**config.mk**
```make
export PLATFORM = sky130hd
export DESIGN_NAME = letter_group_tokenizer_unit
export DESIGN_NICKNAME = d
export VERILOG_FILES = /design/src/rtl/lgt_pkg.sv /design/src/rtl/lgt_parser.sv /design/src/rtl/lgt_result_queue.sv /design/src/rtl/letter_group_tokenizer_unit.sv
export SDC_FILE = /design/constraint.sdc
export NUM_CORES = 1
export LEC_CHECK = 0
export ABC_AREA = 1
export BUFFER_PORTS_ARGS = -buffer_cell sky130_fd_sc_hd__buf_2
export CELL_PAD_IN_SITES_DETAIL_PLACEMENT = 1
export CELL_PAD_IN_SITES_GLOBAL_PLACEMENT = 1
export CORE_MARGIN = 2
export CORE_UTILIZATION = 40
export DETAILED_ROUTE_END_ITERATION = 8
export PLACE_DENSITY = 0.78
export SLEW_MARGIN = 20
export SYNTH_ARGS = -nofsm -noshare
export SYNTH_HDL_FRONTEND = slang
export SYNTH_SLANG_ARGS = --single-unit
```
**constraint.sdc**
```tcl
create_clock -name clock -period 5.4 [get_ports clock]
set_input_delay 0 -clock clock [delete_from_list [all_inputs] [get_ports clock]]
set_output_delay 0 -clock clock [all_outputs]
set_load 0.03 [all_outputs]
```
**src/rtl/lgt_pkg.sv**
```systemverilog
// Shared types and constants for the letter group tokenizer.
// Used by lgt_parser, lgt_result_queue, the top level and its checker.
package lgt_pkg;

   localparam int MaxResults = 3;
   localparam int CountWidth = $clog2(MaxResults + 1);

   typedef enum logic [3:0] {
      ST_IDLE = 4'd0,
      ST_A    = 4'd1,
      ST_C    = 4'd2,
      ST_E    = 4'd3,
      ST_I    = 4'd4,
      ST_S    = 4'd5,
      ST_SC   = 4'd6,
      ST_C3   = 4'd7,
      ST_AE   = 4'd8,
      ST_DIG  = 4'd9
   } parse_state_type;

   typedef enum logic [3:0] {
      G_AU  = 4'd0,
      G_CH  = 4'd1,
      G_EI  = 4'd2,
      G_EU  = 4'd3,
      G_IE  = 4'd4,
      G_ST  = 4'd5,
      G_SCH = 4'd6,
      G_AE  = 4'd7,
      G_AEU = 4'd8,
      G_OE  = 4'd9,
      G_UE  = 4'd10,
      G_SZ  = 4'd11,
      G_ERR = 4'd12
   } group_type;

   localparam logic [3:0] GroupMax = G_ERR;

   localparam logic [7:0] CharNul   = 8'h00;
   localparam logic [7:0] CharHash  = 8'h23;
   localparam logic [7:0] CharZero  = 8'h30;
   localparam logic [7:0] CharNine  = 8'h39;
   localparam logic [7:0] CharLowA  = 8'h61;
   localparam logic [7:0] CharLowC  = 8'h63;
   localparam logic [7:0] CharLowE  = 8'h65;
   localparam logic [7:0] CharLowH  = 8'h68;
   localparam logic [7:0] CharLowI  = 8'h69;
   localparam logic [7:0] CharLowS  = 8'h73;
   localparam logic [7:0] CharLowT  = 8'h74;
   localparam logic [7:0] CharLowU  = 8'h75;
   localparam logic [7:0] Utf8Lead  = 8'hC3;
   localparam logic [7:0] Utf8Ae    = 8'hA4;
   localparam logic [7:0] Utf8Oe    = 8'hB6;
   localparam logic [7:0] Utf8Ue    = 8'hBC;
   localparam logic [7:0] Utf8Sz    = 8'h9F;

   typedef struct packed {
      logic       is_group;
      logic [7:0] out_byte;
      logic [3:0] group_code;
   } result_type;

   typedef struct packed {
      logic [CountWidth-1:0]             count;
      result_type [MaxResults-1:0]       results;
   } burst_type;

endpackage

```
**src/rtl/lgt_parser.sv**
```systemverilog
// Parse state, held digit and the per-byte decode of the tokenizer.
// Depends on lgt_pkg for state codes, group codes and the burst struct.
module lgt_parser (
   input  logic                 clock,
   input  logic                 reset,
   input  logic                 accept,
   input  logic [7:0]           text_byte,
   output lgt_pkg::burst_type   burst
);

   lgt_pkg::parse_state_type state_ff, state_in;
   logic [7:0]               held_ff, held_in;

   always_ff @(posedge clock) begin
      if (reset) begin
         state_ff <= lgt_pkg::ST_IDLE;
         held_ff  <= 8'h00;
      end else if (accept) begin
         state_ff <= state_in;
         held_ff  <= held_in;
      end
   end

   // Which held-item openers may start a new group after a flush
   localparam logic [15:0] MaskAll = (16'd1 << lgt_pkg::ST_A) | (16'd1 << lgt_pkg::ST_C)
      | (16'd1 << lgt_pkg::ST_E) | (16'd1 << lgt_pkg::ST_I) | (16'd1 << lgt_pkg::ST_S)
      | (16'd1 << lgt_pkg::ST_C3);
   localparam logic [15:0] MaskDig = (16'd1 << lgt_pkg::ST_A) | (16'd1 << lgt_pkg::ST_E)
      | (16'd1 << lgt_pkg::ST_S);

   lgt_pkg::parse_state_type opener;
   logic                     is_digit;

   always_comb begin
      case (text_byte)
         lgt_pkg::CharLowA: opener = lgt_pkg::ST_A;
         lgt_pkg::CharLowC: opener = lgt_pkg::ST_C;
         lgt_pkg::CharLowE: opener = lgt_pkg::ST_E;
         lgt_pkg::CharLowI: opener = lgt_pkg::ST_I;
         lgt_pkg::CharLowS: opener = lgt_pkg::ST_S;
         lgt_pkg::Utf8Lead: opener = lgt_pkg::ST_C3;
         default:           opener = lgt_pkg::ST_IDLE;
      endcase
      is_digit = (text_byte inside {[lgt_pkg::CharZero:lgt_pkg::CharNine]});
   end

   lgt_pkg::result_type [lgt_pkg::MaxResults-1:0] res_v;
   logic [lgt_pkg::CountWidth-1:0]                n_v;
   logic                                          do_follow;
   logic [15:0]                                   mask;

   always_comb begin
      res_v     = '0;
      n_v       = '0;
      do_follow = 1'b0;
      mask      = MaskAll;
      state_in  = lgt_pkg::ST_IDLE;
      held_in   = held_ff;

      case (state_ff)
         lgt_pkg::ST_A: begin
            if (text_byte == lgt_pkg::CharLowU) begin
               res_v[n_v] = '{1'b1, 8'h00, lgt_pkg::G_AU}; n_v = n_v + 1'b1;
            end else begin
               res_v[n_v] = '{1'b0, lgt_pkg::CharLowA, 4'h0}; n_v = n_v + 1'b1;
               do_follow = 1'b1;
            end
         end
         lgt_pkg::ST_C: begin
            if (text_byte == lgt_pkg::CharLowH) begin
               res_v[n_v] = '{1'b1, 8'h00, lgt_pkg::G_CH}; n_v = n_v + 1'b1;
            end else begin
               res_v[n_v] = '{1'b0, lgt_pkg::CharLowC, 4'h0}; n_v = n_v + 1'b1;
               do_follow = 1'b1;
            end
         end
         lgt_pkg::ST_E: begin
            if (text_byte == lgt_pkg::CharLowI) begin
               res_v[n_v] = '{1'b1, 8'h00, lgt_pkg::G_EI}; n_v = n_v + 1'b1;
            end else if (text_byte == lgt_pkg::CharLowU) begin
               res_v[n_v] = '{1'b1, 8'h00, lgt_pkg::G_EU}; n_v = n_v + 1'b1;
            end else begin
               res_v[n_v] = '{1'b0, lgt_pkg::CharLowE, 4'h0}; n_v = n_v + 1'b1;
               do_follow = 1'b1;
            end
         end
         lgt_pkg::ST_I: begin
            if (text_byte == lgt_pkg::CharLowE) begin
               res_v[n_v] = '{1'b1, 8'h00, lgt_pkg::G_IE}; n_v = n_v + 1'b1;
            end else begin
               res_v[n_v] = '{1'b0, lgt_pkg::CharLowI, 4'h0}; n_v = n_v + 1'b1;
               do_follow = 1'b1;
            end
         end
         lgt_pkg::ST_S: begin
            if (text_byte == lgt_pkg::CharLowC) begin
               state_in = lgt_pkg::ST_SC;
            end else if (text_byte == lgt_pkg::CharLowT) begin
               res_v[n_v] = '{1'b1, 8'h00, lgt_pkg::G_ST}; n_v = n_v + 1'b1;
            end else begin
               res_v[n_v] = '{1'b0, lgt_pkg::CharLowS, 4'h0}; n_v = n_v + 1'b1;
               do_follow = 1'b1;
            end
         end
         lgt_pkg::ST_SC: begin
            if (text_byte == lgt_pkg::CharLowH) begin
               res_v[n_v] = '{1'b1, 8'h00, lgt_pkg::G_SCH}; n_v = n_v + 1'b1;
            end else begin
               res_v[n_v] = '{1'b0, lgt_pkg::CharLowS, 4'h0}; n_v = n_v + 1'b1;
               res_v[n_v] = '{1'b0, lgt_pkg::CharLowC, 4'h0}; n_v = n_v + 1'b1;
               do_follow = 1'b1;
               mask = MaskAll & ~(16'd1 << lgt_pkg::ST_C);
            end
         end
         lgt_pkg::ST_C3: begin
            if (text_byte == lgt_pkg::Utf8Ae) begin
               state_in = lgt_pkg::ST_AE;
            end else begin
               res_v[n_v].is_group = 1'b1;
               case (text_byte)
                  lgt_pkg::Utf8Oe: res_v[n_v].group_code = lgt_pkg::G_OE;
                  lgt_pkg::Utf8Ue: res_v[n_v].group_code = lgt_pkg::G_UE;
                  lgt_pkg::Utf8Sz: res_v[n_v].group_code = lgt_pkg::G_SZ;
                  default:         res_v[n_v].group_code = lgt_pkg::G_ERR;
               endcase
               n_v = n_v + 1'b1;
            end
         end
         lgt_pkg::ST_AE: begin
            if (text_byte == lgt_pkg::CharLowU) begin
               res_v[n_v] = '{1'b1, 8'h00, lgt_pkg::G_AEU}; n_v = n_v + 1'b1;
            end else begin
               res_v[n_v] = '{1'b1, 8'h00, lgt_pkg::G_AE}; n_v = n_v + 1'b1;
               do_follow = 1'b1;
               mask = MaskAll & ~(16'd1 << lgt_pkg::ST_I);
            end
         end
         lgt_pkg::ST_DIG: begin
            // Release the held digit one byte late
            res_v[n_v] = '{1'b0, held_ff, 4'h0}; n_v = n_v + 1'b1;
            if (is_digit) begin
               held_in  = text_byte;
               state_in = lgt_pkg::ST_DIG;
            end else begin
               do_follow = 1'b1;
               mask = MaskDig;
            end
         end
         default: begin
            if (is_digit) begin
               res_v[n_v] = '{1'b0, lgt_pkg::CharHash, 4'h0}; n_v = n_v + 1'b1;
               held_in  = text_byte;
               state_in = lgt_pkg::ST_DIG;
            end else begin
               do_follow = 1'b1;
            end
         end
      endcase

      if (do_follow) begin
         if (opener != lgt_pkg::ST_IDLE && mask[opener]) begin
            state_in = opener;
         end else begin
            if (text_byte != lgt_pkg::CharNul) begin
               res_v[n_v] = '{1'b0, text_byte, 4'h0}; n_v = n_v + 1'b1;
            end
            state_in = lgt_pkg::ST_IDLE;
         end
      end

      burst.count   = n_v;
      burst.results = res_v;
   end

endmodule

```
**src/rtl/lgt_result_queue.sv**
```systemverilog
// Result register holding the up to three results of one request.
// Depends on lgt_pkg for the result and burst structs.
module lgt_result_queue (
   input  logic                            clock,
   input  logic                            reset,
   input  logic                            load,
   input  lgt_pkg::burst_type              burst,
   input  logic                            pop,
   output lgt_pkg::result_type             head,
   output logic [lgt_pkg::CountWidth-1:0]  count
);

   lgt_pkg::result_type [lgt_pkg::MaxResults-1:0] slots_ff, slots_in;
   logic [lgt_pkg::CountWidth-1:0]                count_ff, count_in;

   always_comb begin
      slots_in = slots_ff;
      count_in = count_ff;
      if (pop) begin
         // Advance the queue by one
         for (int i = 0; i < lgt_pkg::MaxResults - 1; i++) begin
            slots_in[i] = slots_ff[i+1];
         end
         count_in = count_ff - 1'b1;
      end
      if (load) begin
         slots_in = burst.results;
         count_in = burst.count;
      end
   end

   always_ff @(posedge clock) begin
      if (reset) begin
         count_ff <= '0;
      end else begin
         count_ff <= count_in;
      end
   end

   always_ff @(posedge clock) begin
      slots_ff <= slots_in;
   end

   assign head  = slots_ff[0];
   assign count = count_ff;

endmodule

```
**src/rtl/letter_group_tokenizer_unit.sv**
```systemverilog
// Top level of the letter group tokenizer.
// Instantiates lgt_parser and lgt_result_queue; uses lgt_pkg.
//
// Takes one text byte a cycle while req_stall is low and turns it into zero
// to three results, each a plain byte or a group token, the final one of a
// request marked by rsp_last. A byte with at most one result is followed by
// the next byte every cycle while rsp_stall is low; a byte with more holds
// req_stall until its last result leaves, one per unstalled cycle, from the
// three-entry result register. A byte that yields no result shows nothing.
module letter_group_tokenizer_unit (
   input  logic       clock,
   input  logic       reset,
   input  logic       req_valid,
   output logic       req_stall,
   input  logic [7:0] req_text_byte,
   output logic       rsp_valid,
   input  logic       rsp_stall,
   output logic       rsp_is_group,
   output logic [7:0] rsp_out_byte,
   output logic [3:0] rsp_group_code,
   output logic       rsp_last
);

   lgt_pkg::burst_type             burst;
   lgt_pkg::result_type            head;
   logic [lgt_pkg::CountWidth-1:0] count;
   logic                           accept;
   logic                           pop;

   assign rsp_valid = (count != '0);
   assign pop       = rsp_valid && !rsp_stall;
   // Take a new request when the queue is empty or its final result leaves now
   assign req_stall = !((count == '0) || (count == 1 && !rsp_stall));
   assign accept    = req_valid && !req_stall;

   lgt_parser u_parser (
      .clock     (clock),
      .reset     (reset),
      .accept    (accept),
      .text_byte (req_text_byte),
      .burst     (burst)
   );

   lgt_result_queue u_queue (
      .clock (clock),
      .reset (reset),
      .load  (accept && burst.count != '0),
      .burst (burst),
      .pop   (pop),
      .head  (head),
      .count (count)
   );

   assign rsp_is_group   = head.is_group;
   assign rsp_out_byte   = head.out_byte;
   assign rsp_group_code = head.group_code;
   assign rsp_last       = (count == 1);

endmodule

```
# Word-level counts from Yosys, hierarchy flattened
# Index checks and enable logic that the tools add are counted.
classes:
  muxes: 57
  n_reduce_logical: 23
  magnitude_cmp: 5
  add_sub_neg: 2
  n_eq_ne: 23
  bitwise_logic: 3
op_table:
  columns: ["op", "n"]
  rows:
  - ["2-to-1 mux 26 bit", 5]
  - ["2-to-1 mux 13 bit", 9]
  - ["case mux 8 bit (9 select lines)", 1]
  - ["equality test 8 x 7 -> 1 bit, second input constant", 8]
  - ["case mux 16 bit (3 select lines)", 1]
  - ["equality test 8 bit, second input constant", 5]
  - ["bitwise mux 39 bit", 1]
  - ["case mux 4 bit (9 select lines)", 1]
  - ["demux 13 bit (select 2 bit)", 1]
  - ["2-to-1 mux 11 bit", 2]
  - ["2-to-1 mux 4 bit", 5]
  - ["case mux 3 bit (6 select lines)", 1]
  - ["equality test 4 x 3 -> 1 bit, second input constant", 4]
  - ["2-to-1 mux 1 bit", 12]
  - ["2-to-1 mux 2 bit", 6]
  - ["case mux 4 bit (3 select lines)", 1]
  - ["OR reduction 6 bit", 2]
  - ["2-to-1 mux 10 bit", 1]
  - ["2-to-1 mux 3 bit", 3]
  - ["case mux 1 bit (9 select lines)", 1]
  - ["case mux 3 bit (3 select lines)", 1]
  - ["equality test 4 x 2 -> 1 bit, second input constant", 2]
  - ["equality test 4 bit, second input constant", 2]
  - [">= comparator 8 x 6 -> 1 bit, second input constant", 1]
  - ["other kinds (25)", 37]
word_totals:
  reg_bits: 53
  output_inout_bits: 16
  elab_cells: 125
  input_bits: 12

# Longest topological paths before layout
# Gate-level depths: netlist of run 1.
depth:
  depth_word: 13
  ltp_mapped: 22
  depth_no_buf: 21

# Modules after synthesis
# From an unflattened synthesis of run 1, not the netlist that was laid out.
hier_totals:
  hier_cells: 486
  hier_area_um2: 3637.2
by_module_without_submodules:
  columns: ["module", "cells_each", "seq_area_each_um2", "instances", "area_each_um2"]
  rows:
  - ["lgt_parser", 318, 240.2, 1, 1843.0]
  - ["lgt_result_queue", 157, 1211.2, 1, 1742.9]
  - ["letter_group_tokenizer_unit", 11, 0.0, 1, 51.3]

# Least setup slack after synthesis of run 1
# Ideal clock, no wire load.
synth_path:
  kind: "register to register"
  from: "reg u_parser.state_ff[2]"
  to: "reg u_queue.slots_ff, in the netlist u_queue.head[0] (enable)"
  setup_ns: 0.468
  synth_period_minus_slack_ns: 2.831
  stages_incl_launch_ff: 19
  arrival_time_ns: 2.363
  path_buffers: 0
  t_required_ns: 4.932
  path_slack_ns: 2.569
  path_cell_list: "dfxtp_1 > inv_2 > nand3_2 > inv_2 > nand2_1 > nand3_1 > nor2_2 > inv_2 > nor2_2 > inv_2 > nand2_1 > inv_1 > ha_1 > inv_1 > nor2_1 > o21ai_1 > nand2_1 > nand3_2 > nand3_1"
synth_via:
  elab_chain_cells: 10
  elab_cells_between_ends: 25
  classes_between: "1 x add/sub; 9 x eq/ne; 8 x mux; 7 x reduce/logical"
synth_rtl:
  columns: ["item", "line", "rtl"]
  rows:
  - ["from (decl)", "lgt_parser.sv:11", "lgt_pkg::parse_state_type state_ff, state_in;"]
  - ["from (signal assigned)", "lgt_parser.sv:16", "state_ff <= lgt_pkg::ST_IDLE;"]
  - ["from (signal assigned)", "lgt_parser.sv:19", "state_ff <= state_in;"]
  - ["equality test 4 x 1 -> 1 bit (tied with other cells)", "lgt_parser.sv:60", "case (state_ff)"]
  - ["OR reduction 6 bit (no line) / case mux 16 bit (3 select lines) (equally long branches)", null, null]
  - ["case mux 2 bit (4 select lines) / binary-select mux 1 bit (select 4 bit) (equally long branches)", "lgt_parser.sv:60, lgt_parser.sv:161", null]
  - ["adder 2 x 1 -> 2 bit / 2-to-1 mux 1 bit (equally long branches)", "lgt_parser.sv:165, lgt_parser.sv:161", null]
  - ["2-to-1 mux 2 bit / logical AND 1 bit (equally long branches)", "lgt_parser.sv:164, lgt_parser.sv:161", null]
  - ["2-to-1 mux 2 bit", "lgt_parser.sv:161", "if (opener != lgt_pkg::ST_IDLE && mask[opener]) begin"]
  - ["2-to-1 mux 2 bit *", "lgt_parser.sv:160", "if (do_follow) begin"]
  - ["nonzero test 2 bit *", "letter_group_tokenizer_unit.sv:47", ".load (accept && burst.count != '0),"]
  - ["logical AND 1 bit *", "letter_group_tokenizer_unit.sv:47", null]
  - ["nonzero test 2 bit (no line) *", null, null]
  - ["to (signal assigned)", "lgt_result_queue.sv:41", "slots_ff <= slots_in;"]
  - ["to (decl)", "lgt_result_queue.sv:13", "lgt_pkg::result_type [lgt_pkg::MaxResults-1:0] slots_ff, slots_in;"]
# Mark *: on every way between the ends. The rest lies on a longest branch, timed or not. The select of a mux whose other input is x is not followed.
# A chain may end at the register's enable or synchronous reset.

==> impl_metrics.tcl, run 1 <==
set metrics [dict create \
    cpMostUsedCell "nand2_1" \
    cts_tree "built" \
    wl_um 8100 \
    fin_crit_ps 3460 \
    place.port_buffers 27 \
    synth_area_leader_cell "edfxtp_1" \
    worst-r2r-cell-count 17 \
    globalplace.congestion 0.902 \
    r2r_slack_ps 1940 \
    wl_per_cell_um 16.4 \
    final_nets 414 \
    drt-initial-drc-count 106 \
    synth_top_area_frac 0.305 \
    crit_family "simple AND/OR/NAND/NOR gates" \
    dpl.hpwl_um 6300 \
    grt_pass1_vias 2594 \
    max_cap_viol_count 0 \
    rsz0062_at_grt "no" \
    crit_path_start_kind "register" \
    coreArea_um2 6830 \
    fin_util 0.451 \
    cts_hold_buf 1 \
    area_growth_pct 8.07 \
    cts_setup_buffers 0 \
    path_class "reg -> reg" \
    ys_ff_latch 43 \
    cp.arrival_ps 3500 \
    grt-ovfl-total 0 \
    yosysMostFrequentCell "nand2_1" \
    grt_max_degree 28 \
    timing.rr.start "u_parser.state_ff[0]$_SDFFE_PP0P_" \
    num_vias 2522 \
    worst-path-buf-inv 4 \
    drc 0 \
    num-fill-cells 911 \
    antenna_found_initial 0 \
    tightestPinTransition_ps 671 \
    outcome "finished clean" \
    syn-num-nets 399 \
    setup_viol 0 \
    die_h_um 88.5 \
    worstHoldEndpoint "u_parser.held_ff[1]$_SDFFE_PP0P_" \
    grt_pass1_wl_um 13300 \
    slew_headroom 0.551 \
    postCtsResizedCells 0 \
    path_clk_slew_ps 90 \
    num_antenna_cells 0 \
    fin_skew_ps 5.53 \
    drive_above_1_share 0.214 \
    cts_buffer_depth 2 \
    yosysSeqAreaShare 0.404 \
    crit_slowest_cell "dfxtp_1" \
    io_pins 28 \
    synth_flop_cell "edfxtp_1" \
    drv_slew 0 \
    synth_edf_count 29 \
    async_reset_ff_frac 0 \
    cts_htree_levels 2 \
    cts.sinks 43 \
    max_stage_delay_ps 470 \
    ys_top_cells_by_count "nand2_1, inv_1, nor2_1" \
    synth_area_per_cell_um2 7.47 \
    multi_input_area_um2 1340 \
    ys.warnings.count 0 \
    regArea_um2 1150 \
    worstSkewPairLatency_ps 310 \
    hold_viol_final 0 \
    power.density_nw_per_um2 519 \
    dr.pass1.iters 4 \
    crit_chain "inv_1 -> nor3_1 -> nand2_1 -> nand4_1 -> nor2_1 -> nand2_1 -> inv_1 -> ha_1 -> inv_1 -> nor2_1 -> o21ai_1 -> nand2_1 -> nand3_2 -> nand2_2 -> inv_2 -> nand2_1 -> o21ai_0" \
    endpoint_kind "register" \
    fmaxAchievable_ghz 0.289 \
    fin_crit_sh 0.640 \
    dieWidth_um 88.5 \
    p_leak_nw 1.34 \
    ant_nets 0 \
    via_per_inst 5.11 \
    holdPathStages 3 \
    yosysUniqueCellTypes 32 \
    dieArea_um2 7820 \
    root_buffer "clkbuf_8" \
    synth_area_leaders "edfxtp_1, nand2_1, dfxtp_1" \
    tns_ps 0 \
    numCtsBuffers 5 \
    critical_path_required_ps 5440 \
    start_util 0.418 \
    grt.busiest_layer "met2" \
    met3_usage 0.0373 \
    critPathMaxFanout 27 \
    hold_path_startpoint "req_text_byte[1]" \
    netlist_area_um2 2850 \
    rows 30 \
    syn_inst 382 \
    grt.total_usage 0.224 \
    grtUsageMet1 0.286 \
    use_met2 0.394 \
    ir_drop_mv 0.158 \
    hold_path.class "in -> reg" \
    r2r_end "u_queue.slots_ff[22]$_DFFE_PP_" \
]
[state kept, by name (all words and copies together) (netlist names)]
| signal | flops |
|---|---|
| u_queue.slots_ff | 16 |
| u_queue.head | 13 |
| u_parser.held_ff | 8 |
| u_parser.state_ff | 4 |
| u_queue.count | 2 |
[layout make-up]
cell class              count  area share
multi-input cells         262       0.435
inverters                  57      0.0694
well taps                  96      0.0390
repair buffers             28      0.0471
clock inverters             3      0.0142
flip-flops and latches     43       0.373
clock buffers               5      0.0223
[per-layer routing]
metal  up-vias  routed length (µm)
li1       1275                   -
met1      1209                3850
met2        29                3990
met3         9                 164
met4         0                  90
met5         -                   0
[cells by family after synthesis]
family	share of synthesized area
fa+ha+maj	0.0219
simple gates	0.331
flops	0.404
compound gates	0.115
buf+inv	0.129
[worst reg2reg max path, delay by kind of cell, from the launching register on]
family	cells	cell delay, ps
flops	1	470
compound gates	2	180
buf+inv	4	620
simple gates	10	1630
fa+ha+maj	1	300
[worst max path at each step]
stage,start,to,slack [ps],cells after the start
6_report,u_parser.state_ff[0]$_SDFFE_PP0P_,u_queue.slots_ff[22]$_DFFE_PP_,1940,17
5_1_grt,u_parser.state_ff[0]$_SDFFE_PP0P_,u_queue.slots_ff[22]$_DFFE_PP_,1490,16
4_1_cts,u_parser.state_ff[0]$_SDFFE_PP0P_,u_queue.slots_ff[19]$_DFFE_PP_,1760,14
3_5_place_dp,u_parser.state_ff[0]$_SDFFE_PP0P_,u_queue.slots_ff[19]$_DFFE_PP_,1800,14
3_3_place_gp,u_parser.state_ff[0]$_SDFFE_PP0P_,u_queue.head[0]$_SDFFCE_PN0P_,2090,14
2_1_floorplan,u_parser.state_ff[2]$_SDFFE_PP0P_,u_queue.head[0]$_SDFFCE_PN0P_,2570,18
[metrics by stage]
step / worst slack (ps) / area [µm²] / cells / power [mW] / hold WS (ps)
after floorplan: 2570 / 2850 / 382 / 1.23 / 139
final: 1940 / 3080 / 494 / 1.60 / 32.6
after CTS: 1760 / 3080 / 494 / 1.62 / 20.4
after detailed placement: 1800 / 2960 / 485 / 1.35 / 325
after global placement: 2090 / 2960 / 485 / 1.31 / 312
after global routing: 1490 / 3080 / 494 / 1.72 / 22.3
[placed cells by master (no fill, tap or decap), types with 7 or more instances in the layout]
cell type,Yosys,final
a21oi_1,12,12
a31oi_1,8,8
buf_2,2,27
dfxtp_1,14,14
edfxtp_1,29,29
inv_1,40,40
inv_2,17,17
nand2_1,90,90
nand2_2,10,10
nand3_1,23,22
nand4_1,8,8
nor2_1,38,38
nor2_2,8,8
nor3_1,7,7
o21ai_0,24,24
[where the power goes]
| group | switching, mW | internal, mW |
|---|---|---|
| Combinational | 0.571 | 0.186 |
| Sequential | 0.0359 | 0.545 |
| Clock | 0.126 | 0.138 |
No activity file was read; power rests on OpenSTA's default activity.
==> inputs of run 2 (changes only) <==
- ABC_AREA: 1 -> 0
- PLACE_DENSITY: 0.78 -> 0.74
- clock period: 5.4 -> 3.4 ns (I/O delays scaled with it)
==> run 2 against run 1 <==
  * Critical path depth decreased by 7
  * Clock skew up 1.3 ps
  * Synthesized area is 13% higher
  * Sequential power up 58%
  * Design area increased by 11%
  * Die area is 12% higher
  * Flip-flop and latch count is the same
  * Core utilization down 1.2 points
  * Worst hold slack better by 3.1 ps
  * Maximum frequency is 7.1% higher
  * Global-route usage shrank 1.3 points
  * Sequential share of layout area decreased by 3.6 points
  * Critical endpoint is now u_queue.head[9]$_DFFE_PP_
  * Highest routed layer unchanged
==> impl_metrics.tcl, run 2 <==
set metrics [dict create \
    wl_met3_um 410 \
    antenna_found_initial 0 \
    area_growth_pct 5.91 \
    cts_htree_levels 2 \
    met2WireLength_um 4120 \
    power.density_nw_per_um2 794 \
    grt_pass1_vias 2553 \
    grt.total_usage 0.211 \
    synth_edf_count 29 \
    final_cell_mix "edfxtp_1, nor2_1, nand2_1" \
    path_class "reg -> reg" \
    synth_compound_area_frac 0.143 \
    max_cap_viol_count 0 \
    place_area_um2 3310 \
    cts_buffer_depth 2 \
    worst-r2r-cell-count 10 \
    fin_skew_ps 6.85 \
    tightestPinTransition_ps 764 \
    holdPathStages 2 \
    worst-path-buf-inv 1 \
    dr.pass1.iters 4 \
    timing.rr.start "u_parser.state_ff[0]$_SDFFE_PP0P_" \
    drive_above_1_share 0.275 \
    grt_max_degree 27 \
    cts_setup_buffers 0 \
    hold_path_startpoint "reset" \
    dieWidth_um 93.7 \
    worstHoldEndpoint "u_parser.held_ff[4]$_SDFFE_PP0P_" \
    synth_top_family_by_area "simple AND/OR/NAND/NOR gates" \
    crit_family "compound AO/OA/AOI/OAI gates" \
    place.port_buffers 27 \
    path_clk_slew_ps 90 \
    yosysUniqueCellTypes 75 \
    grt_pass1_wl_um 14400 \
    top_register "u_queue.slots_ff" \
    cts.sinks 43 \
    grt-ovfl-total 0 \
    largest_register_ffs 16 \
    synth_flop_cell "edfxtp_1" \
    fin_cells 447 \
    synth_mux_area_frac 0.102 \
    drv_slew 0 \
    wl_met1_um 4170 \
    num_antenna_cells 0 \
    crit_chain "or2_2 -> a211oi_2 -> nand2_1 -> inv_2 -> a21o_1 -> o221ai_1 -> o31ai_4 -> nand3_4 -> mux2_4 -> mux2_4" \
    syn-num-nets 356 \
    hold_viol_final 0 \
    globalplace.congestion 0.903 \
    fin_crit_sh 0.949 \
    ys.warnings.count 0 \
    synth_area_leaders "edfxtp_1, dfxtp_1, mux2_2" \
    syn_inst 339 \
    die_h_um 93.7 \
    slew_headroom 0.489 \
    max_stage_delay_ps 440 \
    critPathMaxFanout 13 \
    num_vias 2574 \
    io_pins 28 \
    final_nets 361 \
    drt-initial-drc-count 214 \
    cpMostUsedCell "mux2_4" \
    mostFrequentLayoutCell "edfxtp_1" \
    fin_area_um2 3410 \
    synth_top_area_frac 0.271 \
    crit_slowest_cell "dfxtp_1" \
    fin_crit_ps 3230 \
    synth_fa_ha_area_frac 0.0194 \
    ys_top_cells_by_count "edfxtp_1, nor2_1, nand2_1" \
    root_buffer "clkbuf_8" \
    r2r_end "u_queue.head[9]$_DFFE_PP_" \
    synth_xor_area_frac 0.0109 \
    coreArea_um2 7770 \
    synth_area_leader_cell "edfxtp_1" \
    cts_tree "built" \
    top_layer "met4" \
    via_per_inst 5.76 \
    rows 32 \
    wl_um 8790 \
    async_reset_ff_frac 0 \
    critical_path_required_ps 3460 \
    fin_util 0.439 \
    outcome "finished clean" \
    wl_per_cell_um 19.7 \
    p_leak_nw 1.37 \
    numCtsBuffers 5 \
    netlist_area_um2 3220 \
    synth_simple_gate_area_frac 0.287 \
    worstSkewPairLatency_ps 300 \
    ys_ff_latch 43 \
    dp.cells 439 \
    fmaxAchievable_ghz 0.310 \
    start_util 0.414 \
    cp.arrival_ps 3290 \
    cts_hold_buf 0 \
    r2r_slack_ps 170 \
    setup_viol 0 \
    crit_path_start_kind "register" \
    ir_drop_mv 0.274 \
    hold_path.class "in -> reg" \
    yosysSeqAreaShare 0.358 \
    synth_area_per_cell_um2 9.50 \
    ant_nets 0 \
    drc 0 \
    dieArea_um2 8780 \
    endpoint_kind "register" \
    dpl.hpwl_um 6370 \
]
run 2: cell count changes after synthesis, sizes merged, moves of 5 or more:
| cell | change |
|---|---|
| a31oi | -6 |
| mux2i | +7 |
| nand2b | +6 |
| nor2 | -19 |
| and3 | +13 |
| or3 | +5 |
| mux2 | +21 |
| nand2 | -71 |
| inv | -43 |
| nor3b | +5 |
| nand3 | -12 |
| clkbuf | +12 |
| o21ai | -11 |
run 2: worst max-delay path by stage:
stage	from	end	slack, ps	cells past startpoint
floorplan	u_parser.state_ff[3]$_SDFFE_PP0P_	u_queue.head[0]$_SDFFCE_PN0P_	360	9
global placement	u_parser.state_ff[0]$_SDFFE_PP0P_	u_queue.head[6]$_DFFE_PP_	230	9
detailed placement	u_parser.state_ff[0]$_SDFFE_PP0P_	u_queue.head[6]$_DFFE_PP_	190	9
CTS	u_parser.state_ff[0]$_SDFFE_PP0P_	u_queue.head[7]$_DFFE_PP_	170	10
global route	u_parser.state_ff[0]$_SDFFE_PP0P_	u_queue.head[8]$_DFFE_PP_	-2	10
finish	u_parser.state_ff[0]$_SDFFE_PP0P_	u_queue.head[9]$_DFFE_PP_	170	10
run 2: timing repair:
item                                    CTS  global route
gates resized for setup                   0             1
hold endpoints to repair                  0             0
endpoints found under the setup margin    0             9
run 2: metrics by stage:
| stage | setup WS, ps | hold WS, ps | power, mW | setup TNS (ps) |
|---|---|---|---|---|
| 4_1_cts | 174 | 44.1 | 2.72 | 0 |
| 2_1_floorplan | 358 | 76.1 | 2.12 | 0 |
| 3_3_place_gp | 234 | 363 | 2.33 | 0 |
| 6_report | 172 | 35.7 | 2.71 | 0 |
| 5_1_grt | -2.40 | 57.8 | 2.88 | -4.10 |
| 3_5_place_dp | 193 | 370 | 2.37 | 0 |
run 2: logic make-up after synthesis:
| logic type | Yosys count |
|---|---|
| compound gates | 61 |
| xor+xnor | 4 |
| fa+ha+maj | 5 |
| buf+inv | 48 |
| flops | 43 |
| mux | 28 |
| simple gates | 150 |
run 2: routing by layer:
metal  track usage  vias up
li1              -     1243
met1         0.305     1262
met2         0.330       59
met3        0.0345       10
met4        0.0459        0
met5             0        -
run 2: area by class of cell:
type	count	area [µm²]
multi-input combinational	248	1810
inverter	14	52.6
timing repair buffer	32	173
clock buffer	5	68.8
tap	102	128
sequential	43	1150
clock inverter	3	23.8
fill	923	4360
run 2: where the power goes:
| group | internal, mW | switching, mW |
|---|---|---|
| combinational | 0.539 | 0.904 |
| sequential | 0.837 | 0.0809 |
| clock | 0.147 | 0.200 |
| total | 1.52 | 1.18 |
==> inputs of run 3 (changes only) <==
- CELL_PAD_IN_SITES_DETAIL_PLACEMENT: 1 -> 0
- CELL_PAD_IN_SITES_GLOBAL_PLACEMENT: 1 -> 2
- CORE_UTILIZATION: 40 -> 38
- GPL_ROUTABILITY_DRIVEN: unset -> 0
- PLACE_DENSITY: 0.74 -> 0.84
==> run 3 against run 2 <==
  * Sequential power down 1%
  * Critical path depth is the same
  * Combinational power hardly changed
  * Critical path type unchanged
  * Maximum frequency rose by 2.0%
  * Largest power group unchanged
  * First-iteration DRC count decreased by 15%
  * Flip-flop and latch count is the same
  * Clock power down 7.2%
==> impl_metrics.tcl, run 3 (synthesized netlist as in run 2, its figures left out) <==
set metrics [dict create \
    grt_max_degree 27 \
    cts_tree "built" \
    critical_path_required_ps 3450 \
    path_clk_slew_ps 80 \
    outcome "finished clean" \
    setup_ws_ps 236 \
    fin_skew_ps 2.55 \
    drv_slew 0 \
    ant_nets 0 \
    dpl.hpwl_um 5770 \
    hold_path_startpoint "reset" \
    antenna_found_initial 0 \
    ir_drop_mv 0.237 \
    dieWidth_um 96.0 \
    grt.total_usage 0.179 \
    cp-startpoint "u_parser.state_ff[0]$_SDFFE_PP0P_" \
    setup_viol 0 \
    place_area_um2 3330 \
    postCtsResizedCells 0 \
    drt-initial-drc-count 181 \
    wl_per_cell_um 17.2 \
    grt_pass1_wl_um 12800 \
    cts_setup_buffers 0 \
    cts_buffer_depth 2 \
    die_h_um 96.0 \
    top_register "u_queue.slots_ff" \
    worstSkewPairLatency_ps 290 \
    fmaxAchievable_ghz 0.316 \
    io_pins 28 \
    fin_util 0.415 \
    tns_ps 0 \
    cts.sinks 43 \
    power.density_nw_per_um2 779 \
    crit_path_start_kind "register" \
    cts_htree_levels 2 \
    path_class "reg -> reg" \
    critPathMaxFanout 13 \
    grt-ovfl-total 0 \
    slew_headroom 0.513 \
    hold_viol_final 0 \
    cp.arrival_ps 3220 \
    grt_pass1_vias 2454 \
    hold_path.class "in -> reg" \
    largest_register_ffs 16 \
    timing.rr.start "u_parser.state_ff[0]$_SDFFE_PP0P_" \
    dp_slack_ps 252 \
    drive_above_1_share 0.272 \
    cts_hold_buf 0 \
    endpoint_kind "register" \
    fin_crit_sh 0.930 \
    via_per_inst 5.59 \
    p_leak_nw 1.37 \
    num_antenna_cells 0 \
    coreArea_um2 8220 \
    rsz0062_at_grt "no" \
    dieArea_um2 9220 \
    fin_cells 451 \
    root_buffer "clkbuf_8" \
    wl_um 7760 \
    dp.cells 443 \
    final_cell_mix "nor2_1, edfxtp_1, nand2_1" \
    drc 0 \
    final_nets 362 \
    numCtsBuffers 5 \
    place.port_buffers 27 \
    rows 33 \
    max_cap_viol_count 0 \
    tightestPinTransition_ps 728 \
    start_util 0.392 \
    fin_crit_ps 3160 \
    area_growth_pct 5.95 \
    dr.pass1.iters 4 \
    num_vias 2519 \
    fin_area_um2 3410 \
]
==> run 3: changes by cell type in the layout (fill, tap and decap cells not counted), sizes merged <==
cell    delta
inv        -1
buf        +1
clkbuf     +1
==> run 3: cell type report <==
| class | count | area (µm²) |
|---|---|---|
| Tap cell | 105 | 131 |
| Fill cell | 828 | 4810 |
| Multi-Input combinational cell | 248 | 1810 |
| Timing Repair Buffer | 33 | 180 |
| Clock buffer | 6 | 72.6 |
| Sequential cell | 43 | 1150 |
| Clock inverter | 2 | 12.5 |
| Inverter | 14 | 52.6 |
==> run 3: report_power, final <==
| group | leakage (nW) | total, mW | internal [mW] | switching (mW) |
|---|---|---|---|---|
| clock | 0.0374 | 0.322 | 0.143 | 0.178 |
| combinational | 0.937 | 1.43 | 0.540 | 0.888 |
| sequential | 0.396 | 0.909 | 0.837 | 0.0725 |
| total | 1.37 | 2.66 | 1.52 | 1.14 |
==> run 3: metal layers <==
metal  track usage  routed length (µm)  vias up
li1              -                   -     1253
met1         0.247                3610     1195
met2         0.292                3730       65
met3        0.0274                 336        6
met4        0.0476                  80        0
met5             0                   0        -
==> run 3: through the flow <==
stage | power, mW | hold WS, ps
floorplan | 2.12 | 76.1
global placement | 2.33 | 358
detailed placement | 2.34 | 362
CTS | 2.67 | 51.8
global route | 2.84 | 83.3
finish | 2.66 | 56.6
==> run 3: worst max-delay path, cell delays in order (launching register included) <==
cell	delay, ps
dfxtp_1	430
or2_2	350
a211oi_2	270
nand2_1	220
inv_2	190
a21o_1	120
o221ai_1	210
o31ai_4	210
nand3_4	270
mux2_2	380
mux2_2	260
==> run 3: worst paths after layout <==
| check | endpoint | slack, ps | cells after the start |
|---|---|---|---|
| hold reg to reg | u_parser.held_ff[5]$_SDFFE_PP0P_ | 470 | 2 |
| hold / removal | u_parser.held_ff[4]$_SDFFE_PP0P_ | 60 | 2 |
| setup reg to reg | u_queue.head[6]$_DFFE_PP_ | 240 | 10 |
| setup / recovery | u_queue.head[6]$_DFFE_PP_ | 240 | 10 |
